--- src/hdl/u8dfa_pkg.sv ---
// shared types, constants and lookup tables of the utf-8 dfa decoder
// no dependencies
package u8dfa_pkg;

    localparam int BYTE_W       = 8;
    localparam int CLASS_W      = 4;
    localparam int STATE_W      = 4;
    localparam int CODE_W       = 21;
    localparam int NUM_STATES   = 9;
    localparam int NUM_CLASSES  = 16;
    localparam int QUEUE_DEPTH  = 4;
    localparam int OUT_DATA_W   = 32;
    localparam int OUT_USER_W   = 3;

    localparam logic [STATE_W-1:0] ST_ACCEPT = 4'd0;
    localparam logic [STATE_W-1:0] ST_REJECT = 4'd1;
    localparam logic [STATE_W-1:0] ST_LAST   = 4'd8;

    localparam logic [BYTE_W-1:0] LEAD_MASK = 8'hff;
    localparam logic [5:0]        CONT_MASK = 6'h3f;

    // one classified item between front and back
    typedef struct packed {
        logic [BYTE_W-1:0]  data_byte;
        logic [CLASS_W-1:0] byte_cls;
        logic               start_of_string;
        logic               last_of_string;
    } item_t;

    // flat transition table, indexed by state * 16 + class
    localparam logic [STATE_W-1:0] NEXT_STATE [NUM_STATES*NUM_CLASSES] = '{
        4'd0, 4'd1, 4'd2, 4'd3, 4'd5, 4'd8, 4'd7, 4'd1,
        4'd1, 4'd1, 4'd4, 4'd6, 4'd1, 4'd1, 4'd1, 4'd1,
        4'd1, 4'd1, 4'd1, 4'd1, 4'd1, 4'd1, 4'd1, 4'd1,
        4'd1, 4'd1, 4'd1, 4'd1, 4'd1, 4'd1, 4'd1, 4'd1,
        4'd1, 4'd0, 4'd1, 4'd1, 4'd1, 4'd1, 4'd1, 4'd0,
        4'd1, 4'd0, 4'd1, 4'd1, 4'd1, 4'd1, 4'd1, 4'd1,
        4'd1, 4'd2, 4'd1, 4'd1, 4'd1, 4'd1, 4'd1, 4'd2,
        4'd1, 4'd2, 4'd1, 4'd1, 4'd1, 4'd1, 4'd1, 4'd1,
        4'd1, 4'd1, 4'd1, 4'd1, 4'd1, 4'd1, 4'd1, 4'd2,
        4'd1, 4'd1, 4'd1, 4'd1, 4'd1, 4'd1, 4'd1, 4'd1,
        4'd1, 4'd2, 4'd1, 4'd1, 4'd1, 4'd1, 4'd1, 4'd1,
        4'd1, 4'd2, 4'd1, 4'd1, 4'd1, 4'd1, 4'd1, 4'd1,
        4'd1, 4'd1, 4'd1, 4'd1, 4'd1, 4'd1, 4'd1, 4'd3,
        4'd1, 4'd3, 4'd1, 4'd1, 4'd1, 4'd1, 4'd1, 4'd1,
        4'd1, 4'd3, 4'd1, 4'd1, 4'd1, 4'd1, 4'd1, 4'd3,
        4'd1, 4'd3, 4'd1, 4'd1, 4'd1, 4'd1, 4'd1, 4'd1,
        4'd1, 4'd3, 4'd1, 4'd1, 4'd1, 4'd1, 4'd1, 4'd1,
        4'd1, 4'd1, 4'd1, 4'd1, 4'd1, 4'd1, 4'd1, 4'd1
    };

    function automatic logic [CLASS_W-1:0] byte_class(input logic [BYTE_W-1:0] b);
        logic [CLASS_W-1:0] c;
        case (b) inside
            [8'h00:8'h7f]: c = 4'd0;
            [8'h80:8'h8f]: c = 4'd1;
            [8'h90:8'h9f]: c = 4'd9;
            [8'ha0:8'hbf]: c = 4'd7;
            [8'hc0:8'hc1]: c = 4'd8;
            [8'hc2:8'hdf]: c = 4'd2;
            8'he0:         c = 4'd10;
            8'hed:         c = 4'd4;
            [8'he1:8'hef]: c = 4'd3;
            8'hf0:         c = 4'd11;
            [8'hf1:8'hf3]: c = 4'd6;
            8'hf4:         c = 4'd5;
            default:       c = 4'd8;
        endcase
        return c;
    endfunction

endpackage

--- src/hdl/u8dfa_front.sv ---
// front end: accepts bytes, looks up the character class, registers the item
// depends on u8dfa_pkg
module u8dfa_front
    import u8dfa_pkg::*;
(
    input  logic        clk,
    input  logic        rst_n,
    input  logic        s_tvalid,
    output logic        s_tready,
    input  logic [7:0]  s_tdata,
    input  logic        s_tuser,
    input  logic        s_tlast,
    output logic        item_valid,
    input  logic        item_ready,
    output item_t       item
);

    logic  valid_reg;
    item_t item_reg;

    assign s_tready   = !valid_reg || item_ready;
    assign item_valid = valid_reg;
    assign item       = item_reg;

    always_ff @(posedge clk or negedge rst_n)
    begin
        if (!rst_n)
        begin
            valid_reg <= 1'b0;
        end
        else if (s_tready)
        begin
            valid_reg <= s_tvalid;
        end
    end

    always_ff @(posedge clk)
    begin
        if (s_tready && s_tvalid)
        begin
            item_reg.data_byte       <= s_tdata;
            item_reg.byte_cls        <= byte_class(s_tdata);
            item_reg.start_of_string <= s_tuser;
            item_reg.last_of_string  <= s_tlast;
        end
    end

endmodule

--- src/hdl/u8dfa_queue.sv ---
// short fifo of classified items between front and back
// depends on u8dfa_pkg
module u8dfa_queue
    import u8dfa_pkg::*;
#(
    parameter int DEPTH = QUEUE_DEPTH
)
(
    input  logic  clk,
    input  logic  rst_n,
    input  logic  push_valid,
    output logic  push_ready,
    input  item_t push_item,
    output logic  pop_valid,
    input  logic  pop_ready,
    output item_t pop_item
);

    localparam int PTR_W = (DEPTH > 1) ? $clog2(DEPTH) : 1;
    localparam int CNT_W = $clog2(DEPTH + 1);
    localparam logic [PTR_W-1:0] PTR_LAST = PTR_W'(DEPTH - 1);
    localparam logic [CNT_W-1:0] CNT_FULL = CNT_W'(DEPTH);

    item_t            slot_reg [DEPTH];
    logic [PTR_W-1:0] wr_ptr_reg, wr_ptr_next;
    logic [PTR_W-1:0] rd_ptr_reg, rd_ptr_next;
    logic [CNT_W-1:0] count_reg, count_next;
    logic             push, pop;

    assign push_ready = (count_reg != CNT_FULL);
    assign pop_valid  = (count_reg != '0);
    assign pop_item   = slot_reg[rd_ptr_reg];
    assign push       = push_valid && push_ready;
    assign pop        = pop_valid && pop_ready;

    always_comb
    begin
        wr_ptr_next = wr_ptr_reg;
        rd_ptr_next = rd_ptr_reg;
        count_next  = count_reg;
        if (push)
        begin
            wr_ptr_next = (wr_ptr_reg == PTR_LAST) ? '0 : wr_ptr_reg + 1'b1;
        end
        if (pop)
        begin
            rd_ptr_next = (rd_ptr_reg == PTR_LAST) ? '0 : rd_ptr_reg + 1'b1;
        end
        if (push && !pop)
        begin
            count_next = count_reg + 1'b1;
        end
        else if (pop && !push)
        begin
            count_next = count_reg - 1'b1;
        end
    end

    always_ff @(posedge clk or negedge rst_n)
    begin
        if (!rst_n)
        begin
            wr_ptr_reg <= '0;
            rd_ptr_reg <= '0;
            count_reg  <= '0;
        end
        else
        begin
            wr_ptr_reg <= wr_ptr_next;
            rd_ptr_reg <= rd_ptr_next;
            count_reg  <= count_next;
        end
    end

    always_ff @(posedge clk)
    begin
        if (push)
        begin
            slot_reg[wr_ptr_reg] <= push_item;
        end
    end

    // fill level tracks the pointer distance
    a_count_ptrs: assert property (@(posedge clk) disable iff (!rst_n)
        (count_reg != '0 && count_reg != CNT_FULL) |-> (wr_ptr_reg != rd_ptr_reg))
        else $error("queue count disagrees with pointers");

endmodule

--- src/hdl/u8dfa_back.sv ---
// back end: dfa step, code point accumulation and output register
// depends on u8dfa_pkg
module u8dfa_back
    import u8dfa_pkg::*;
(
    input  logic                  clk,
    input  logic                  rst_n,
    input  logic                  item_valid,
    output logic                  item_ready,
    input  item_t                 item,
    output logic                  m_tvalid,
    input  logic                  m_tready,
    output logic [OUT_DATA_W-1:0] m_tdata,
    output logic [OUT_USER_W-1:0] m_tuser
);

    logic [STATE_W-1:0] state_reg, state_next;
    logic [CODE_W-1:0]  acc_reg, acc_next;
    logic               out_valid_reg;
    logic [STATE_W-1:0] out_state_reg;
    logic [CODE_W-1:0]  out_code_reg;
    logic               out_last_reg;
    logic [STATE_W-1:0] cur;
    logic [BYTE_W-1:0]  lead_bits;
    logic               step;

    assign item_ready = !out_valid_reg || m_tready;
    assign step       = item_valid && item_ready;

    always_comb
    begin
        cur = item.start_of_string ? ST_ACCEPT : state_reg;
        if (cur > ST_LAST)
        begin
            cur = ST_REJECT;
        end
        lead_bits = (LEAD_MASK >> item.byte_cls) & item.data_byte;
        if (cur != ST_ACCEPT)
        begin
            acc_next = {acc_reg[CODE_W-7:0], item.data_byte[5:0] & CONT_MASK};
        end
        else
        begin
            acc_next = {{(CODE_W-BYTE_W){1'b0}}, lead_bits};
        end
        state_next = NEXT_STATE[{cur, item.byte_cls}];
    end

    always_ff @(posedge clk or negedge rst_n)
    begin
        if (!rst_n)
        begin
            state_reg     <= ST_ACCEPT;
            acc_reg       <= '0;
            out_valid_reg <= 1'b0;
        end
        else
        begin
            if (step)
            begin
                state_reg <= state_next;
                acc_reg   <= acc_next;
            end
            if (item_ready)
            begin
                out_valid_reg <= item_valid;
            end
        end
    end

    always_ff @(posedge clk)
    begin
        if (step)
        begin
            out_state_reg <= state_next;
            out_code_reg  <= acc_next;
            out_last_reg  <= item.last_of_string;
        end
    end

    assign m_tvalid = out_valid_reg;
    assign m_tdata  = {{(OUT_DATA_W-STATE_W-CODE_W){1'b0}}, out_code_reg, out_state_reg};
    assign m_tuser  = {out_last_reg && (out_state_reg == ST_ACCEPT),
                       out_state_reg == ST_REJECT,
                       out_state_reg == ST_ACCEPT};

    a_state_range: assert property (@(posedge clk) disable iff (!rst_n)
        state_reg <= ST_LAST)
        else $error("dfa state out of range");

    // reject holds until a start flag arrives
    a_reject_sticky: assert property (@(posedge clk) disable iff (!rst_n)
        (step && state_reg == ST_REJECT && !item.start_of_string) |=> state_reg == ST_REJECT)
        else $error("reject state left without start flag");

    // output register mirrors the dfa state of the last step
    a_out_tracks_state: assert property (@(posedge clk) disable iff (!rst_n)
        step |=> (out_state_reg == state_reg && out_code_reg == acc_reg))
        else $error("output register out of step with dfa");

endmodule

--- src/hdl/utf8_dfa_decoder.sv ---
// utf-8 dfa decoder: one byte per item, one result per item
// a byte passes front register, queue and output register before its result is offered
// throughput: one byte per cycle unless stalled; dfa state and accumulator update together
// a four-entry queue (default depth) lets front and back stall independently
// reset (rst_n low, asynchronous): dfa in accept, accumulator zero, all buffers empty
// depends on u8dfa_pkg, u8dfa_front, u8dfa_queue, u8dfa_back
module utf8_dfa_decoder
    import u8dfa_pkg::*;
#(
    parameter int QUEUE_DEPTH_P = QUEUE_DEPTH
)
(
    input  logic                  clk,
    input  logic                  rst_n,
    input  logic                  s_axis_tvalid,
    output logic                  s_axis_tready,
    input  logic [7:0]            s_axis_tdata,   // data_byte
    input  logic [0:0]            s_axis_tuser,   // start_of_string
    input  logic                  s_axis_tlast,   // last_of_string
    output logic                  m_axis_tvalid,
    input  logic                  m_axis_tready,
    output logic [OUT_DATA_W-1:0] m_axis_tdata,   // dfa_state[3:0], code_point[24:4], zeros
    output logic [OUT_USER_W-1:0] m_axis_tuser    // string_valid, rejected, accepted
);

    logic  f_valid, f_ready;
    item_t f_item;
    logic  q_valid, q_ready;
    item_t q_item;

    u8dfa_front u_front (
        .clk        (clk),
        .rst_n      (rst_n),
        .s_tvalid   (s_axis_tvalid),
        .s_tready   (s_axis_tready),
        .s_tdata    (s_axis_tdata),
        .s_tuser    (s_axis_tuser[0]),
        .s_tlast    (s_axis_tlast),
        .item_valid (f_valid),
        .item_ready (f_ready),
        .item       (f_item)
    );

    u8dfa_queue #(
        .DEPTH (QUEUE_DEPTH_P)
    ) u_queue (
        .clk        (clk),
        .rst_n      (rst_n),
        .push_valid (f_valid),
        .push_ready (f_ready),
        .push_item  (f_item),
        .pop_valid  (q_valid),
        .pop_ready  (q_ready),
        .pop_item   (q_item)
    );

    u8dfa_back u_back (
        .clk        (clk),
        .rst_n      (rst_n),
        .item_valid (q_valid),
        .item_ready (q_ready),
        .item       (q_item),
        .m_tvalid   (m_axis_tvalid),
        .m_tready   (m_axis_tready),
        .m_tdata    (m_axis_tdata),
        .m_tuser    (m_axis_tuser)
    );

endmodule
--- config.mk ---
export PLATFORM = sky130hd
export DESIGN_NAME = utf8_dfa_decoder
export DESIGN_NICKNAME = d
export VERILOG_FILES = /design/src/hdl/u8dfa_pkg.sv /design/src/hdl/u8dfa_front.sv /design/src/hdl/u8dfa_queue.sv /design/src/hdl/u8dfa_back.sv /design/src/hdl/utf8_dfa_decoder.sv
export SDC_FILE = /design/constraint.sdc
export NUM_CORES = 1
export LEC_CHECK = 0
export ABC_AREA = 1
export BUFFER_PORTS_ARGS = -buffer_cell sky130_fd_sc_hd__buf_2
export CORE_MARGIN = 2
export CORE_UTILIZATION = 50
export CTS_BUF_LIST = sky130_fd_sc_hd__clkbuf_4 sky130_fd_sc_hd__clkbuf_8
export DETAILED_ROUTE_END_ITERATION = 16
export PLACE_DENSITY = 0.74
export SYNTH_ARGS = -nofsm -noshare
export SYNTH_HDL_FRONTEND = slang
export SYNTH_SLANG_ARGS = --single-unit
--- constraint.sdc ---
create_clock -name clk -period 2.3 [get_ports clk]
set_input_delay 0.46 -clock clk [delete_from_list [all_inputs] [get_ports clk]]
set_output_delay 0.46 -clock clk [all_outputs]
set_load 0.005 [all_outputs]
Word-level counts from Yosys, hierarchy flattened
Memory sizes are Yosys's and may differ from the RTL's.
Cells that the tools add are included.
{"block": "totals", "register_bits": 68, "ramBits": 56, "rom_bits": 1024, "input_bits": 14, "word_cells": 99, "mem_count": 2}
{"name": "(no name shown)", "words": 256, "width": 4, "read_ports": 1, "rd_clocked_by_memory_dff": 0, "write_ports": 0, "line_no": "u8dfa_back.sv:46", "rtl": "state_next = NEXT_STATE[{cur, item.byte_cls}];"}
{"name": "u_queue.slot_reg", "words": 4, "width": 14, "read_ports": 1, "rd_clocked_by_memory_dff": 0, "write_ports": 1, "line_no": "u8dfa_queue.sv:24", "rtl": "item_t slot_reg [DEPTH];"}
{"block": "classes", "addsub": 4, "magnitude_cmp": 18, "eq_ne": 8, "shift": 1, "n_mux": 22, "n_bitwise": 2, "n_reduce_logical": 26}
{"operator": ">= comparator 8 bit, second input constant", "n": 7}
{"operator": "<= comparator 8 bit, second input constant", "n": 7}
{"operator": "2-to-1 mux 4 bit", "n": 14}
{"operator": "== test 8 bit, second input constant", "n": 4}
{"operator": "2-to-1 mux 21 bit", "n": 1}
{"operator": "logical AND 1 bit", "n": 14}
{"operator": ">= comparator 9 bit, second input constant", "n": 1}
{"operator": "inverter 8 -> 9 bit", "n": 1}
{"operator": "bitwise AND 8 bit", "n": 1}
{"operator": ">= comparator 8 x 1 -> 1 bit, second input constant", "n": 1}
{"operator": "<= comparator 8 x 7 -> 1 bit, second input constant", "n": 1}
{"operator": ">> shifter 8 x 4 -> 8 bit, first input constant", "n": 1}
{"operator": "2-to-1 mux 3 bit", "n": 2}
{"operator": "adder 2 x 1 -> 2 bit, second input constant", "n": 2}
{"operator": "== test 2 bit, second input constant", "n": 2}
{"operator": "== test 4 x 1 -> 1 bit, second input constant", "n": 1}
{"operator": "> comparator 4 bit, second input constant", "n": 1}
{"operator": "logical NOT 1 bit", "n": 4}
{"operator": "logical NOT 4 bit", "n": 1}
{"operator": "2-to-1 mux 2 bit", "n": 2}
{"operator": "nonzero test 4 bit", "n": 1}
{"operator": "adder 3 x 1 -> 3 bit, second input constant", "n": 1}
{"operator": "2-to-1 mux 1 bit", "n": 3}
{"operator": "inequality test 3 bit, second input constant", "n": 1}
{"operator": "6 further kinds", "n": 7}

Logic depth before layout (Yosys ltp)
{"block": "logic_depth", "depth_word": 12, "ltp_mapped": 16, "mapped_depth_nobuf": 15}

Modules after synthesis
From an unflattened synthesis, not the netlist that was laid out.
{"block": "unflattened", "cells_unflattened": 514, "area_unflattened_um2": 5595.4}
{"mod": "u8dfa_queue", "n_inst": 1, "cells_each": 222, "area_per_inst_um2": 2796.4, "seq_area_each_um2": 1856.8}
{"mod": "u8dfa_back", "n_inst": 1, "cells_each": 225, "area_per_inst_um2": 2098.3, "seq_area_each_um2": 1281.2}
{"mod": "u8dfa_front", "n_inst": 1, "cells_each": 67, "area_per_inst_um2": 700.7, "seq_area_each_um2": 445.4}

Worst setup path after synthesis
OpenSTA, ideal clock, no wires.
{"block": "synth_timing", "path_type": "register to register", "startpoint": "register u_queue.count_reg[0]", "endpoint": "register u_queue.count_reg[2]", "setup_ps": 131, "arrival_ps": 2166, "required_ps": 2169, "path_slack_ps": 4, "stages_incl_launch_ff": 12, "synth_period_minus_slack_ps": 2296, "cell_sequence": "dfrtp_1 -> nor2_1 -> a21oi_1 -> inv_1 -> clkbuf_1 -> buf_2 -> ha_1 -> inv_1 -> fa_1 -> a21oi_1 -> o21ai_0 -> xor2_1"}
{"block": "synth_between", "elab_chain_cells": 5, "elab_cells_between_ends": 13}
{"item": "from (decl)", "line_no": "u8dfa_queue.sv:27", "rtl": "logic [CNT_W-1:0] count_reg, count_next;"}
{"item": "from (signal assigned)", "line_no": "u8dfa_queue.sv:71", "rtl": "count_reg <= count_next;"}
{"item": "branches (longest 5 deep; another with subtractor 3 x 1 -> 3 bit)"}
Several ways; the timed one is not identified. The select of a mux whose other input is x is not followed.
A chain may end at the register's enable or synchronous reset.

Worst setup path after layout
{"block": "layout_timing", "startpoint": "register u_back.out_state_reg[3]", "endpoint": "output m_axis_tuser[2]"}
{"block": "layout_between", "elab_chain_cells": 2}
{"item": "from (decl)", "line_no": "u8dfa_back.sv:20", "rtl": "logic [STATE_W-1:0] out_state_reg;"}
{"item": "from (signal assigned)", "line_no": "u8dfa_back.sv:75", "rtl": "out_state_reg <= state_next;"}
{"item": "logical NOT 4 bit", "line_no": "u8dfa_back.sv:83", "rtl": "assign m_tuser = {out_last_reg && (out_state_reg == ST_ACCEPT),"}
{"item": "logical AND 1 bit", "line_no": "u8dfa_back.sv:83"}
{"item": "to (decl)", "line_no": "utf8_dfa_decoder.sv:23", "rtl": "output logic [OUT_USER_W-1:0] m_axis_tuser"}
Every way passes these cells.

==> results.md <==
- The flow ran to the end, and the final reports show no timing, DRC or antenna violations.
- After detailed routing, the number of remaining DRC violations is 0.
- In this design, the stage delay of the slowest critical-path cell is around 0.38 ns.
- The final routed wirelength across all metal layers is ~9.9 mm.
- Counting flops with an async set or reset pin after synthesis yields a share of 22.6%.
- Setup violations remaining at the end of the flow were counted as 0.
- The largest clock skew in the final design is between 0.01 and 0.015 ns.
- After global routing the overflow that remains totals 0.
- The post-route clock period utilization is between 80% and 90%.
- The clock tree from TritonCTS is done.
- The initial antenna violation count is 0.
- In this run the vertical extent of the chip is 109 µm.
- The count of flip-flops with a built-in enable after synthesis is 96.
- Setup repair after global routing left no endpoint under its margin.
- The row count is 38.
- The class of the tightest hold or removal check is input pin to async pin.
- Entering global routing, the biggest net connects 42 pins.
- The clock tree buffer depth is 2.
- The kind of cell with the highest combined delay along the critical path is simple AND/OR/NAND/NOR gates.
- Counting cells, the worst reg-to-reg path comes to 8.
- The cell area after synthesis is about 5600 µm².
- Of the total synthesized cell area, the portion taken by XOR and XNOR cells is less than 1%.
- Global routing consumed, over all layers together, 18.3% of the routing resources.
- After the first detailed-routing iteration, the DRC count stood at about 230.
- In the routed layout, each cell is associated on average with a via count of around 5.
- The buffers plus inverters on the worst setup path is 1.
- The most common cell after layout, fill and taps aside is nand2_1.
- The average wire per cell in the routed design is ~14 µm.
- Routability-driven placement finished with a final weighted congestion of slightly above 0.8.
- The worst-case vdd ir drop is about 0.66 mV.
- The slack of the worst reg-to-reg path is 0.31 ns.
- The I/O pin count is between 50 and 60.
- The fraction of final layout cells with drive strength greater than 1 is between 20% and 30%.
- The post-layout minimum cycle time is about 2.0 ns.
- The number of distinct library cell variants in the gate-level netlist after synthesis is 43.
- The buffer count from post-CTS setup fixing is 0.
- The register with the most flip-flops in the layout has between 50 and 60 of them.
- Summed over all nets, the half-perimeter wirelength after detailed placement is roughly 7 mm.
- The critical path is of the flop to output pin type.
- After synthesis, flip-flops and latches occupy 64.5% of the total area.
- The clock slew seen by the registers of the worst setup and hold paths is around 0.07 ns.
- The slew at the pin closest to its max-slew limit is 0.673 ns.
- The endpoint required time on the critical path is around 1.8 ns.
- The worst setup path is launched from a flop.
- The highest clock frequency the design can meet is 488 MHz.
- The power density of the placed cells is between 1000 and 1500 nW/µm².
- Measured along the x axis, the die boundary spans around 110 µm.
- The number of buffers inserted for hold repair after clock tree synthesis is 0.
- The post-synthesis compound-gate area fraction is 6.90%.
- The top cell types in the final layout, fill and taps aside, are nand2_1, edfxtp_1, inv_1, buf_2, o21ai_0.
- The capture point of the worst reg-to-reg path is u_queue.count_reg[1]$_DFFE_PN0P_.
- The headroom to the max-slew limit is a little under three fifths.
- The clock drives between 100 and 150 sinks.
- In this run the worst path has a maximum fanout of 2.
- The initial utilization of the core area, before any placement, comes to just over 50%.
- The area share of fa/ha/maj cells after synthesis is 1.71%.
- The critical path goes through or2_2, nor3_1, and2_1, buf_2.
- The cell count after synthesis is a little under 500.
- After synthesis, the largest family of logic cells by area is simple AND/OR/NAND/NOR gates.
- The signed area change from the synthesized netlist to the final layout is 15.0%.
- The tool flagged a number of max-cap violations equal to 0.
- The worst setup path endpoint is m_axis_tuser[2].
- The cell sitting at the root of the clock tree is a clkbuf_8.
- The setup TNS after final layout is 0 ns.
- In the final design database the tool counted ~570 nets.
- For this run, the leading register cell type out of synthesis is edfxtp_1.
- For this design the static power due to leakage is around 2.8 nW.
- The floorplan step defined a core boundary enclosing between 10,000 and 15,000 µm².
- The most critical setup path has its startpoint at u_back.out_state_reg[3]$_DFFE_PP_.
- In this run the tool buffered the top-level ports with between 40 and 50 buffer cells.
- The total count of max-transition violations in the final report is 0.
- The kind of end point of the critical path is an output pin.
- The post-cts gate resize count is 0.
- Cells fill about three fifths of the core in the end.
- The via count of the first global-routing pass is roughly 3.4k.
- The H-tree level count is 4.
- Summing internal, switching and leakage power gives 0.00934 W.
- The wire length of the first global-routing pass is ~16 mm.
- The multiplexer share of the synthesized area is 0.203%.
- The launching point of the worst reg2reg path is u_queue.count_reg[1]$_DFFE_PN0P_.
- The CTS buffer count is 17.
- The remaining number of nets flagged by the antenna check after routing is 0.
- The detailed-route via count is 3,520.
- The simple-gate share of the synthesized area is around a fifth.
- The clock latency at the later pin of the worst-skew pair is approximately 0.43 ns.
- A synthesized cell averages between 10 and 15 µm².
- The slowest stage of the critical path belongs to the cell edfxtp_1.
- The number of diodes added for antenna fixing is 0.
- The total count of hold-check failures in the final report is 0.
- The data arrival time of the critical path is between 1.5 and 2 ns.
- The critical path runs through a total of 4 cells.
- During synthesis, Yosys emitted a total of 0 warnings.
- The pre-antenna-repair detailed-routing pass consisted of 4 iterations.
- The flip-flop and latch count after synthesis is 124.
- The die outline area is 12,000 µm².
-- synthesized netlist by cell type (all sizes together), types with 2 or more instances --
| master | count | area [µm²] |
|---|---|---|
| a211oi | 2 | 20.0 |
| a21oi | 6 | 33.8 |
| buf | 20 | 156 |
| clkbuf | 3 | 11.3 |
| dfrtp | 28 | 701 |
| edfxtp | 96 | 2880 |
| ha | 6 | 75.1 |
| inv | 55 | 206 |
| nand2 | 131 | 584 |
| nand3 | 31 | 230 |
| nand4 | 3 | 33.8 |
| nor2 | 41 | 174 |
| nor3 | 4 | 20.0 |
| o21ai | 42 | 218 |
| o22ai | 8 | 50.1 |
| o31ai | 2 | 28.8 |
-- area by class of cell --
type                            instances  area [µm²]
Tap cell                              140         175
Fill cell                             840        4460
Multi-Input combinational cell        295        1630
Inverter                               55         206
Timing Repair Buffer                   57         320
Clock buffer                           19         262
Sequential cell                       124        3580
Clock inverter                         13         210
-- stage by stage --
step	area (µm²)	instances	setup WS [ns]	hold WS (ns)
floorplan	5570	497	0.00363	0.164
global placement	5910	671	0.358	0.463
detailed placement	5910	671	0.298	0.466
CTS	6380	703	0.159	0.0644
global route	6380	703	0.0366	0.101
finish	6380	703	0.251	0.0675
-- worst min-delay path by stage --
stage,depth (start not counted),to,startpoint,slack (ns)
final,1,u_queue.rd_ptr_reg[0]$_DFFE_PN0P_,rst_n,0.07
after global placement,2,u_back.acc_reg[5]$_DFFE_PN0P_,u_back.acc_reg[5]$_DFFE_PN0P_,0.46
after detailed placement,2,u_back.acc_reg[6]$_DFFE_PN0P_,u_back.acc_reg[6]$_DFFE_PN0P_,0.47
after CTS,1,u_back.acc_reg[14]$_DFFE_PN0P_,rst_n,0.06
after floorplan,0,u_back.acc_reg[0]$_DFFE_PN0P_,rst_n,0.16
after global routing,1,u_queue.count_reg[2]$_DFFE_PN0P_,rst_n,0.10
-- kinds of logic (layout without fill, tap and decap cells) --
family | count (synthesis) | after routing
AND/OR/NAND/NOR | 214 | 214
flip-flops | 124 | 124
buffers and inverters | 78 | 144
AO/OA/AOI/OAI | 64 | 64
adder cells (fa/ha/maj) | 7 | 7
XOR/XNOR | 2 | 2
other | 1 | 7
multiplexers | 1 | 1
-- worst reg2reg max path: stages (launching register included) --
cell and delay (ns):
dfrtp_1 0.41, nor2_1 0.15, nand2_1 0.06, nand2_1 0.15
inv_1 0.14, ha_1 0.22, inv_1 0.09, fa_1 0.41
mux2_2 0.26
-- routing by layer --
metal	part of all wire, %	global-route usage, %	vias to the layer above
met4	0.86	6.24	0
met2	51	30.6	80
met1	43	22.9	1681
li1	-	-	1750
met3	5.0	5.33	9
met5	0	0	-
-- where the power goes --
part / switching (W) / leakage (nW) / internal [W] / total, W
clock network: 0.000855 / 0.235 / 0.00136 / 0.00221
logic: 0.00230 / 1.28 / 0.00120 / 0.00350
registers: 0.000319 / 1.28 / 0.00331 / 0.00363
total: 0.00348 / 2.80 / 0.00587 / 0.00934
Note: power is estimated with default switching activity, not from simulation.
